### src/rtl/srwf_pkg.sv
// Shared types, constants and codes for the soft rank window filter.
`timescale 1ns / 1ps
`default_nettype none
package srwf_pkg;

  localparam int MAX_WIDTH  = 64;
  localparam int MAX_HEIGHT = 64;
  localparam int MAX_HALF   = 7;
  localparam int PIXEL_BITS = 8;

  localparam int ROW_W  = 6;
  localparam int COL_W  = 6;
  localparam int ADDR_W = ROW_W + COL_W;
  localparam int DEPTH  = MAX_WIDTH * MAX_HEIGHT;
  localparam int EXT_W  = 7;
  localparam int HALF_W = 3;
  localparam int SPAN_W = 4;
  localparam int NOISE_W = 8;
  localparam int CFG_W  = 8;
  localparam int CFG_IDX_W = 2;
  localparam int RANK_W = 16;
  localparam int NUM_W  = 17;
  localparam int FRAC_W = 8;
  localparam int DIV_BITS = NUM_W + FRAC_W;
  localparam int DVS_W  = NOISE_W + 1;
  localparam int DCNT_W = 5;
  localparam int CONTRIB_W = NOISE_W + 1;

  localparam logic [CFG_IDX_W-1:0] REG_FRAME_WIDTH  = 2'd0;
  localparam logic [CFG_IDX_W-1:0] REG_FRAME_HEIGHT = 2'd1;
  localparam logic [CFG_IDX_W-1:0] REG_HALF_WINDOW  = 2'd2;
  localparam logic [CFG_IDX_W-1:0] REG_NOISE_LEVEL  = 2'd3;

  localparam logic ACT_LOAD  = 1'b0;
  localparam logic ACT_QUERY = 1'b1;

  typedef struct packed {
    logic                  action;
    logic [ROW_W-1:0]      row;
    logic [COL_W-1:0]      col;
    logic [PIXEL_BITS-1:0] pixel;
  } in_item_t;

  typedef struct packed {
    logic [RANK_W-1:0] rank;
    logic              error;
  } out_item_t;

  typedef enum logic [2:0] {
    ST_IDLE,
    ST_CEN,
    ST_SWEEP,
    ST_DRAIN,
    ST_DIVS,
    ST_DIVW
  } state_t;

endpackage
`default_nettype wire

### src/rtl/srwf_div.sv
// Restoring divider, one quotient bit per cycle.
`timescale 1ns / 1ps
`default_nettype none
module srwf_div (
  input  wire logic                          clk,
  input  wire logic                          rst_n,
  input  wire logic                          start,
  input  wire logic [srwf_pkg::DIV_BITS-1:0] dividend,
  input  wire logic [srwf_pkg::DVS_W-1:0]    divisor,
  output logic                               done,
  output logic      [srwf_pkg::RANK_W-1:0]   quotient
);
  import srwf_pkg::*;

  logic                busy_r, busy_nxt;
  logic                done_r, done_nxt;
  logic [DCNT_W-1:0]   cnt_r, cnt_nxt;
  logic [DIV_BITS-1:0] dvd_r, dvd_nxt;
  logic [RANK_W-1:0]   quo_r, quo_nxt;
  logic [DVS_W-1:0]    rem_r, rem_nxt;
  logic [DVS_W-1:0]    dvs_r, dvs_nxt;
  logic [DVS_W:0]      trial;
  logic [DVS_W:0]      diff;

  always_comb begin
    busy_nxt = busy_r;
    done_nxt = 1'b0;
    cnt_nxt  = cnt_r;
    dvd_nxt  = dvd_r;
    quo_nxt  = quo_r;
    rem_nxt  = rem_r;
    dvs_nxt  = dvs_r;
    trial    = {rem_r, dvd_r[DIV_BITS-1]};
    diff     = trial - {1'b0, dvs_r};
    if (start) begin
      busy_nxt = 1'b1;
      cnt_nxt  = DCNT_W'(DIV_BITS);
      dvd_nxt  = dividend;
      quo_nxt  = '0;
      rem_nxt  = '0;
      dvs_nxt  = divisor;
    end else if (busy_r) begin
      dvd_nxt = {dvd_r[DIV_BITS-2:0], 1'b0};
      // the quotient never exceeds the rank width, so upper bits shift out as zero
      if (trial >= {1'b0, dvs_r}) begin
        rem_nxt = diff[DVS_W-1:0];
        quo_nxt = {quo_r[RANK_W-2:0], 1'b1};
      end else begin
        rem_nxt = trial[DVS_W-1:0];
        quo_nxt = {quo_r[RANK_W-2:0], 1'b0};
      end
      cnt_nxt = cnt_r - DCNT_W'(1);
      if (cnt_r == DCNT_W'(1)) begin
        busy_nxt = 1'b0;
        done_nxt = 1'b1;
      end
    end
  end

  always_ff @(posedge clk) begin
    if (!rst_n) begin
      busy_r <= 1'b0;
      done_r <= 1'b0;
      cnt_r  <= '0;
    end else begin
      busy_r <= busy_nxt;
      done_r <= done_nxt;
      cnt_r  <= cnt_nxt;
    end
  end

  always_ff @(posedge clk) begin
    dvd_r <= dvd_nxt;
    quo_r <= quo_nxt;
    rem_r <= rem_nxt;
    dvs_r <= dvs_nxt;
  end

  assign done     = done_r;
  assign quotient = quo_r;

endmodule
`default_nettype wire

### config.mk
export PLATFORM = sky130hd
export DESIGN_NAME = srwf_div
export DESIGN_NICKNAME = d
export VERILOG_FILES = /design/src/rtl/srwf_pkg.sv /design/src/rtl/srwf_div.sv
export SDC_FILE = /design/constraint.sdc
export NUM_CORES = 1
export LEC_CHECK = 0
export ABC_AREA = 1
export ABC_CLOCK_PERIOD_IN_PS = 2220
export BUFFER_PORTS_ARGS = -buffer_cell sky130_fd_sc_hd__buf_2
export CAP_MARGIN = 20
export CORE_AREA = 2 2 86 88
export DETAILED_ROUTE_END_ITERATION = 8
export DIE_AREA = 0 0 88 90
export PLACE_DENSITY = 0.68
export REMOVE_ABC_BUFFERS = 1
export SETUP_SLACK_MARGIN = 0.4
export SKIP_LAST_GASP = 1
export SLEW_MARGIN = 20
export SYNTH_ARGS = -nofsm -noshare
export SYNTH_HDL_FRONTEND = slang
export SYNTH_SLANG_ARGS = --single-unit
### constraint.sdc
create_clock -name clk -period 2.22 [get_ports clk]
set_input_delay 0.333 -clock clk [delete_from_list [all_inputs] [get_ports clk]]
set_output_delay 0.333 -clock clk [all_outputs]
set_load 0.005 [all_outputs]
==> impl_results.md, run 1 <==
- Result of the run: complete, no violations
- I/O Pins: 54
- Register bit total from synthesis: between 60 and 70
- EDFF count, synth: 34
- Period utilization: 0.791
- Post-synthesis adder-cell area fraction: 0.0489
- Vias: around 2600
- Synth cell types: 34
- Vias per cell: between 4 and 5
- CP endpoint kind: register
- Die width: just under 90 um
- Pins Over Slew Limit: 0
- Largest fanout on the critical path: 8
- Hold violation total from the final report: 0
- Worst slew pin tran: roughly 0.46 ns
- First-pass GRT wire length: about 10000 um
- Worst Hold Launch: divisor[1]
- Residual DRC: 0
- Yosys top cell by area: edfxtp_1
- Synthesized area per cell: 8.56 um^2
- Synth Area in Compound Gates: 0.0543
- Simple-Gate Fraction of Synth Area: 0.275
- Routability congestion estimate: roughly 0.88
- P&R area growth vs syn: 23.0%
- Asr flop ratio synth: 0
- Startpoint types: register
- CTS Buf Count: 9
- Clk_skew: roughly 0.0057 ns
- CTS tree: yes
- XOR/XNOR share of the synthesized area: 0.00814
- Clk sinks: between 60 and 70
- Max VDD drop: about 460 uV
- DRT Pass-1 Iters: 4
- Wire length per cell: between 10 and 15 um
- Hold Crit Class: primary input to register
- Most used flip-flop cell after synthesis: edfxtp_1
- Synth top area cells: edfxtp_1 32%, dfxtp_1 20%, nand2_1 16%
- Max_cap viols: 0
- Worst Setup SP: dvd_r[24]
- Fin crit period: roughly 1.8 ns
- Synthesized instance count: 377
- YS warnings: 0
- Clock tree buffer depth: 2
- Slew margin rel.: 0.695
- Initial core utilization: 0.460
- Crit path arrival time: between 1.5 and 2 ns
- Worst-path clk slew: approximately 0.070 ns
- Rows: 31
- Final setup viols: 0
- Yosys top cell area share: 0.316
- Post-CTS Hold Buffers: 0
- Remaining antenna violation count: 0
- Sequential area share after synthesis: 0.515
- H-tree Lvls: 3
- Initial antenna violation count: 0
- Clk_lat worst skew: ~0.33 ns
- RR Startpoint: dvd_r[24]
- DP HPWL: 4290 um
- RSZ-0062 raised after global routing: true
- Clock root cell: clkbuf_8
- Drt initial violations: approximately 160
- Final wirelength: 6340 um
- Fmax: between 0.5 and 0.6 GHz
- Fin util: 0.565
- Number of global-route vias before repair: 2313
- Largest family of logic cells by synthesized area: simple AND/OR/NAND/NOR gates
- Die Ht: 90 um
- Core area: 7020 um^2
- Required time worst endpoint: 2.45 ns
- Share of layout cells above drive strength 1: 0.255
- Gr usage total: 0.166
- Ant diodes: 0
- Multiplexer area fraction after synthesis: 0
- Remaining global-route overflow: 0
- Leakage: around 0.0019 uW
- Mapped cell area: about 3200 um^2
- Pwr per Cell Area: around 710 nW/um^2
- Critical path class: register to register
- Fin Hold WS: approximately 0.18 ns
- I/O Buffers: between 50 and 60
- Pin count of the biggest net entering global routing: 35
- Nets: between 400 and 500
- DIE AREA: around 7900 um^2
## layer usage
| metal | global-route usage | up-vias | part of all wire |
|---|---|---|---|
| met5 | 0 | - | 0 |
| met4 | 0.0474 | 0 | 0.012 |
| met3 | 0.0505 | 8 | 0.056 |
| li1 | - | 1329 | - |
| met1 | 0.221 | 1154 | 0.46 |
| met2 | 0.260 | 74 | 0.47 |
## layout make-up
type	count	area, um^2
fill	649	3050
sequential	66	1660
multi-input combinational	238	1400
timing repair buffer	60	330
inverter	60	228
clock buffer	15	220
tap	99	124
clock inverter	1	8.76
## synthesized netlist by cell type, drive strengths merged, types with 3 or more instances
cell type	number
nand2	139
inv	60
edfxtp	34
dfxtp	32
nand3	26
nor2	16
o22ai	13
ha	11
buf	9
nand4	9
o21ai	7
clkbuf	5
a21oi	3
## cell families after synthesis
logic type | Yosys count
XOR/XNOR | 3
buffers and inverters | 74
adder cells (fa/ha/maj) | 12
flip-flops | 66
AO/OA/AOI/OAI | 29
AND/OR/NAND/NOR | 193
## layout by cell type, fill, tap and decap left out, types with 2 or more instances in the layout
cell type	n
a21oi_1	3
a31oi_1	2
buf_2	53
buf_4	6
clkbuf_1	2
clkbuf_16	3
clkbuf_8	10
dfxtp_1	32
edfxtp_1	34
ha_1	4
ha_4	6
inv_1	56
inv_2	3
nand2_1	131
nand2_2	6
nand2_8	2
nand3_1	13
nand3_2	11
nand3_4	2
nand4_1	9
nor2_1	13
nor2_4	3
o211ai_1	2
o21ai_0	4
o21ai_1	3
o22ai_1	13
xor2_1	2
## final timing paths
check        depth (start not counted)  slack [ns]  endpoint
min                                  1        0.18  dvs_r[1]
min reg2reg                          2        0.47  cnt_r[4]
max                                 12        0.46  rem_r[2]
max reg2reg                         12        0.46  rem_r[2]
## power by group
group          internal (uW)  switching, uW  total [uW]
Sequential              1370           28.3        1400
Clock                    645            454        1100
Combinational            126            198         324
Total                   2140            680        2820
## flip-flops by register name (all words and copies together), names as in the netlist
name / count
done: 1
quotient: 16
dvd_r: 25
cnt_r: 5
dvs_r: 9
rem_r: 9
busy_r: 1
## per-stage QoR
step | TNS [ns] | worst slack (ns) | area [um^2] | instances | total power [uW]
final | 0 | 0.464 | 3970 | 539 | 2820
after global routing | 0 | 0.354 | 3970 | 539 | 2940
after CTS | 0 | 0.399 | 3810 | 537 | 2820
after detailed placement | 0 | 0.286 | 3560 | 520 | 1710
after global placement | 0 | 0.340 | 3560 | 520 | 1710
after floorplan | -0.473 | -0.0189 | 3130 | 363 | 1610
## timing repair
action,in CTS,in global routing
setup buffers,1,1
gates cloned,0,1
resized for setup,5,21
setup endpoints to repair,10,10
pin swaps,1,7
## critical path, cell delays in order, from the launching register on
cell	delay (ns)
edfxtp_1	0.38
inv_2	0.08
ha_4	0.12
inv_2	0.04
fa_2	0.36
nand2_2	0.10
nand3_4	0.10
nand2_8	0.12
nand2_8	0.08
nand3_2	0.07
nand3_2	0.07
nand2_1	0.08
inv_1	0.05
(Power assumes the default switching activity.)
==> inputs of run 2 (changes only) <==
- ABC_CLOCK_PERIOD_IN_PS: 2220 -> 1750
- clock period: 2.22 -> 1.75 ns (I/O delays scaled with it)
==> impl_results.md, run 2 (synthesized netlist as in run 1, its figures left out) <==
- Power share of the sequential group: 0.503
- DP HPWL: between 4000 and 5000 um
- Switching portion of total power: 0.252
- Clk_lat worst skew: between 0.3 and 0.4 ns
- I/O Pins: 54
- Clk sinks: 66
- Share of layout cells above drive strength 1: 0.270
- Die Ht: about 90 um
- CTS tree: yes
- Pin count of the biggest net entering global routing: 26
- Startpoint types: register
- Drt initial violations: around 170
- Pwr per Cell Area: 891 nW/um^2
- Post-route cell area: just under 4000 um^2
- NetSw: about 890 uW
- Largest fanout on the critical path: 6
- Wire length per cell: 11.8 um
- Cell internal pwr: between 2000 and 3000 uW
- Period utilization: 1.00
- Post-CTS Hold Buffers: 0
- Critical path class: register to register
- RR Startpoint: dvd_r[24]
- CTS Buf Count: 9
- Most frequent cells in the layout: 130 x nand2_1, 56 x inv_1, 53 x buf_2
- Residual DRC: 0
- Logic gate share of total power: 0.121
- Nets: 496
- Final setup viols: 1
- Worst Hold Launch: divisor[6]
- Pre-CTS WS: -0.124 ns
- Dpl cell area: about 3700 um^2
- Fin util: 0.564
- Number of global-route vias before repair: 2486
- Setup ws final: -0.000396 ns
- Hold violation total from the final report: 0
- Result of the run: complete, but fails checks
- Worst-path clk slew: approximately 0.080 ns
- H-tree Lvls: 3
- Most common cell after layout, fill and taps aside: nand2_1
- P&R area growth vs syn: 22.6%
- Initial core utilization: 0.460
- Slew margin rel.: 0.739
- Clk_skew: approximately 0.011 ns
- Worst slew pin tran: a little under 0.4 ns
- Clk pwr share: 0.376
- CP endpoint kind: register
- Clock tree buffer depth: 2
- DRT Pass-1 Iters: 4
- Remaining global-route overflow: 0
- Hold Crit Class: primary input to register
- Pins Over Slew Limit: 0
- Core area: around 7000 um^2
- Rows: 31
- Required time worst endpoint: approximately 2 ns
- Vias per cell: roughly 4.8
- Die width: roughly 88 um
- I/O Buffers: between 50 and 60
- Top reg by flops: dvd_r
- Fmax: roughly 0.57 GHz
- Routability congestion estimate: between 0.8 and 0.9
- Remaining antenna violation count: 0
- Initial antenna violation count: 0
- Vias: 2621
- Failing checks: setup timing
- Max_cap viols: 0
- Final wirelength: 6480 um
- Worst Setup SP: dvd_r[24]
- Max VDD drop: between 600 and 700 uV
- First-pass GRT wire length: about 11000 um
- Ant diodes: 0
- DIE AREA: slightly below 8000 um^2
- Gr usage total: 0.176
- Leakage: 0.00197 uW
- Max FFs per register: 25
- Clock root cell: clkbuf_8
- Fin crit period: about 1.8 ns
- RSZ-0062 raised after global routing: true
- Crit path arrival time: between 2 and 2.5 ns
-- run 2: metal layers --
metal / global-route usage / up-vias / wire length (um)
met3: 0.0413 / 14 / 374
li1: - / 1354 / -
met5: 0 / - / 0
met1: 0.244 / 1178 / 3000
met4: 0.0679 / 0 / 120
met2: 0.266 / 75 / 2990
-- run 2: stage by stage --
stage	total power, uW	TNS [ns]	hold WS [ns]	std cells
floorplan	2040	-18.19	0.361	363
global placement	2200	-0.169	0.440	533
detailed placement	2210	-0.763	0.441	533
CTS	3560	-0.00292	0.0766	551
global route	3690	-0.781	0.0736	551
finish	3530	-0.000396	0.0920	551
-- run 2: critical path: stages (launching register included) --
cell and delay [ns]:
edfxtp_1 0.38, inv_2 0.09, ha_4 0.12, inv_2 0.04, fa_2 0.36, nand2_2 0.11
nand3_4 0.08, nand2_4 0.10, buf_6 0.13, nand4_1 0.11, nand3_2 0.10, nand2_2 0.05
inv_1 0.05
-- run 2: path summary, 6_finish.rpt --
kind	slack [ns]	cells past startpoint	to
hold / removal	0.09	1	dvs_r[6]
setup / recovery	-0.0004	12	rem_r[8]
setup reg to reg	-0.0004	12	rem_r[8]
hold reg to reg	0.46	2	cnt_r[4]
-- run 2: area by class of cell --
type                            instances  area, um^2
Clock buffer                           12         188
Clock inverter                          4        26.3
Fill cell                             639        3060
Timing Repair Buffer                   73         423
Inverter                               60         225
Multi-Input combinational cell        237        1310
Tap cell                               99         124
Sequential cell                        66        1660
-- run 2: repair_timing --
item,CTS,global route
setup buffers,2,0
pin swaps,4,8
endpoints found under the setup margin,10,10
gates resized for setup,12,5
-- run 2: power groups by stage --
stage	Clock (uW)	Sequential (uW)	Combinational (uW)
CTS	1370	1770	421
floorplan	0	1810	232
global placement	0	1800	392
detailed placement	0	1810	401
global route	1430	1790	479
finish	1330	1770	425
==> inputs of run 3 (changes only) <==
- CTS_BUF_LIST: not set -> sky130_fd_sc_hd__clkbuf_8
==> impl_results.md, run 3 (synthesized netlist as in run 1, its figures left out) <==
- Max_cap viols: 0
- Largest fanout on the critical path: 6
- Post-route cell area: ~4000 um^2
- Pins Over Slew Limit: 0
- DP HPWL: approximately 4600 um
- Remaining antenna violation count: 0
- Pre-CTS WS: -0.124 ns
- Required time worst endpoint: between 2 and 2.5 ns
- Nets: approximately 500
- Hold violation total from the final report: 0
- Rows: 31
- Pin count of the biggest net entering global routing: 26
- I/O Buffers: 53
- Worst slew pin tran: between 0.3 and 0.4 ns
- Fillers: approximately 640
- Max VDD drop: 527 uV
- Clk sinks: 66
- Final setup viols: 0
- Post-CTS Hold Buffers: 0
- Slew margin rel.: 0.740
- Dpl cell area: 3660 um^2
- Vias per cell: around 4.7
- Max FFs per register: 25
- Residual DRC: 0
- Setup ws final: 0.00518 ns
- Leakage: just under 0.002 uW
- Ant diodes: 0
- Most frequent cells in the layout: 130 x nand2_1, 56 x inv_1, 53 x buf_2
- Remaining global-route overflow: 0
- Die width: between 80 and 90 um
- CP endpoint kind: register
- DIE AREA: between 7000 and 8000 um^2
- Routability congestion estimate: 0.865
- Worst-path clk slew: roughly 0.08 ns
- Drt initial violations: roughly 150
- Clock tree buffer depth: 2
- DRT Pass-1 Iters: 4
- P&R area growth vs syn: 22.9%
- Hold Crit Depth: 1
- Critical path class: register to register
- Fmax: ~0.57 GHz
- Fin crit period: roughly 1.7 ns
- Vias: 2612
- Number of global-route vias before repair: around 2500
- First-pass GRT wire length: 11300 um
- Crit path arrival time: just over 2 ns
- I/O Pins: 54
- Initial antenna violation count: 0
- CTS tree: yes
- RSZ-0062 raised after global routing: true
- Clk_lat worst skew: roughly 0.34 ns
- Final wirelength: about 6500 um
- Pwr per Cell Area: just over 900 nW/um^2
- Wire length per cell: 11.8 um
- H-tree Lvls: 3
- Core area: 7020 um^2
- R2r worst-path depth: 12
- Hold Crit Class: primary input to register
- Clk_skew: 0.0112 ns
- Startpoint types: register
- Initial core utilization: 0.460
- Period utilization: 0.997
- Most common cell after layout, fill and taps aside: nand2_1
- Gr usage total: 0.178
- Die Ht: 90 um
- Clock root cell: clkbuf_8
- Share of layout cells above drive strength 1: 0.270
- Power, Total: about 3600 uW
- CTS Buf Count: 9
- Result of the run: complete, no violations
- Top reg by flops: dvd_r
run 3: cell count changes in the layout (fill, tap and decap cells not counted):
cell       delta
bufinv_16     +2
clkbuf_16     -2
run 3: worst paths after layout:
path | from | to | slack, ns
worst max-delay path | dvd_r[24] | rem_r[8] | 0.005
worst min-delay path | divisor[6] | dvs_r[6] | 0.09
worst max register to register | dvd_r[24] | rem_r[8] | 0.005
worst min register to register | cnt_r[4] | cnt_r[4] | 0.46
run 3: cell type report:
| type | instances | area [um^2] | area share |
|---|---|---|---|
| Sequential cell | 66 | 1660 | 0.419 |
| Timing Repair Buffer | 73 | 423 | 0.107 |
| Clock inverter | 6 | 86.3 | 0.0218 |
| Clock buffer | 10 | 138 | 0.0347 |
| Multi-Input combinational cell | 237 | 1310 | 0.330 |
| Tap cell | 99 | 124 | 0.0312 |
| Inverter | 60 | 225 | 0.0568 |
run 3: worst max-delay path, stage by stage, from the launching register on:
cell and delay [ns]:
edfxtp_1 0.38, inv_2 0.09, ha_4 0.12, inv_2 0.04
fa_2 0.36, nand2_2 0.11, nand3_4 0.08, nand2_4 0.10
buf_6 0.12, nand4_1 0.11, nand3_2 0.10, nand2_2 0.05
inv_1 0.05
run 3: timing repair:
| action | CTS | global route |
|---|---|---|
| setup buffers | 2 | 0 |
| setup endpoints to repair | 10 | 10 |
| gates cloned | 0 | 0 |
| resized for setup | 12 | 5 |
| pin swaps | 4 | 8 |
run 3: report_power, final:
| part | internal (uW) | switching (uW) | leakage (uW) | total, uW |
|---|---|---|---|---|
| Clock | 845 | 598 | 0.000118 | 1440 |
| Sequential | 1740 | 36.1 | 0.000604 | 1770 |
| Combinational | 170 | 255 | 0.00125 | 425 |
run 3: stage by stage:
step | hold slack, ns | std cells | TNS (ns) | util
floorplan | 0.361 | 363 | -18.19 | -
global placement | 0.440 | 533 | -0.169 | 0.521
detailed placement | 0.441 | 533 | -0.763 | 0.521
CTS | 0.0715 | 551 | -0.00129 | 0.562
global route | 0.0688 | 551 | -0.769 | 0.565
finish | 0.0877 | 551 | 0 | 0.565
run 3: metal layers:
metal | vias to the layer above | routed length, um | share of wire | global-route usage
li1 | 1353 | - | - | -
met1 | 1160 | 2970 | 0.46 | 0.244
met2 | 85 | 3040 | 0.47 | 0.269
met3 | 14 | 389 | 0.060 | 0.0413
met4 | 0 | 122 | 0.019 | 0.0756
met5 | - | 0 | 0 | 0
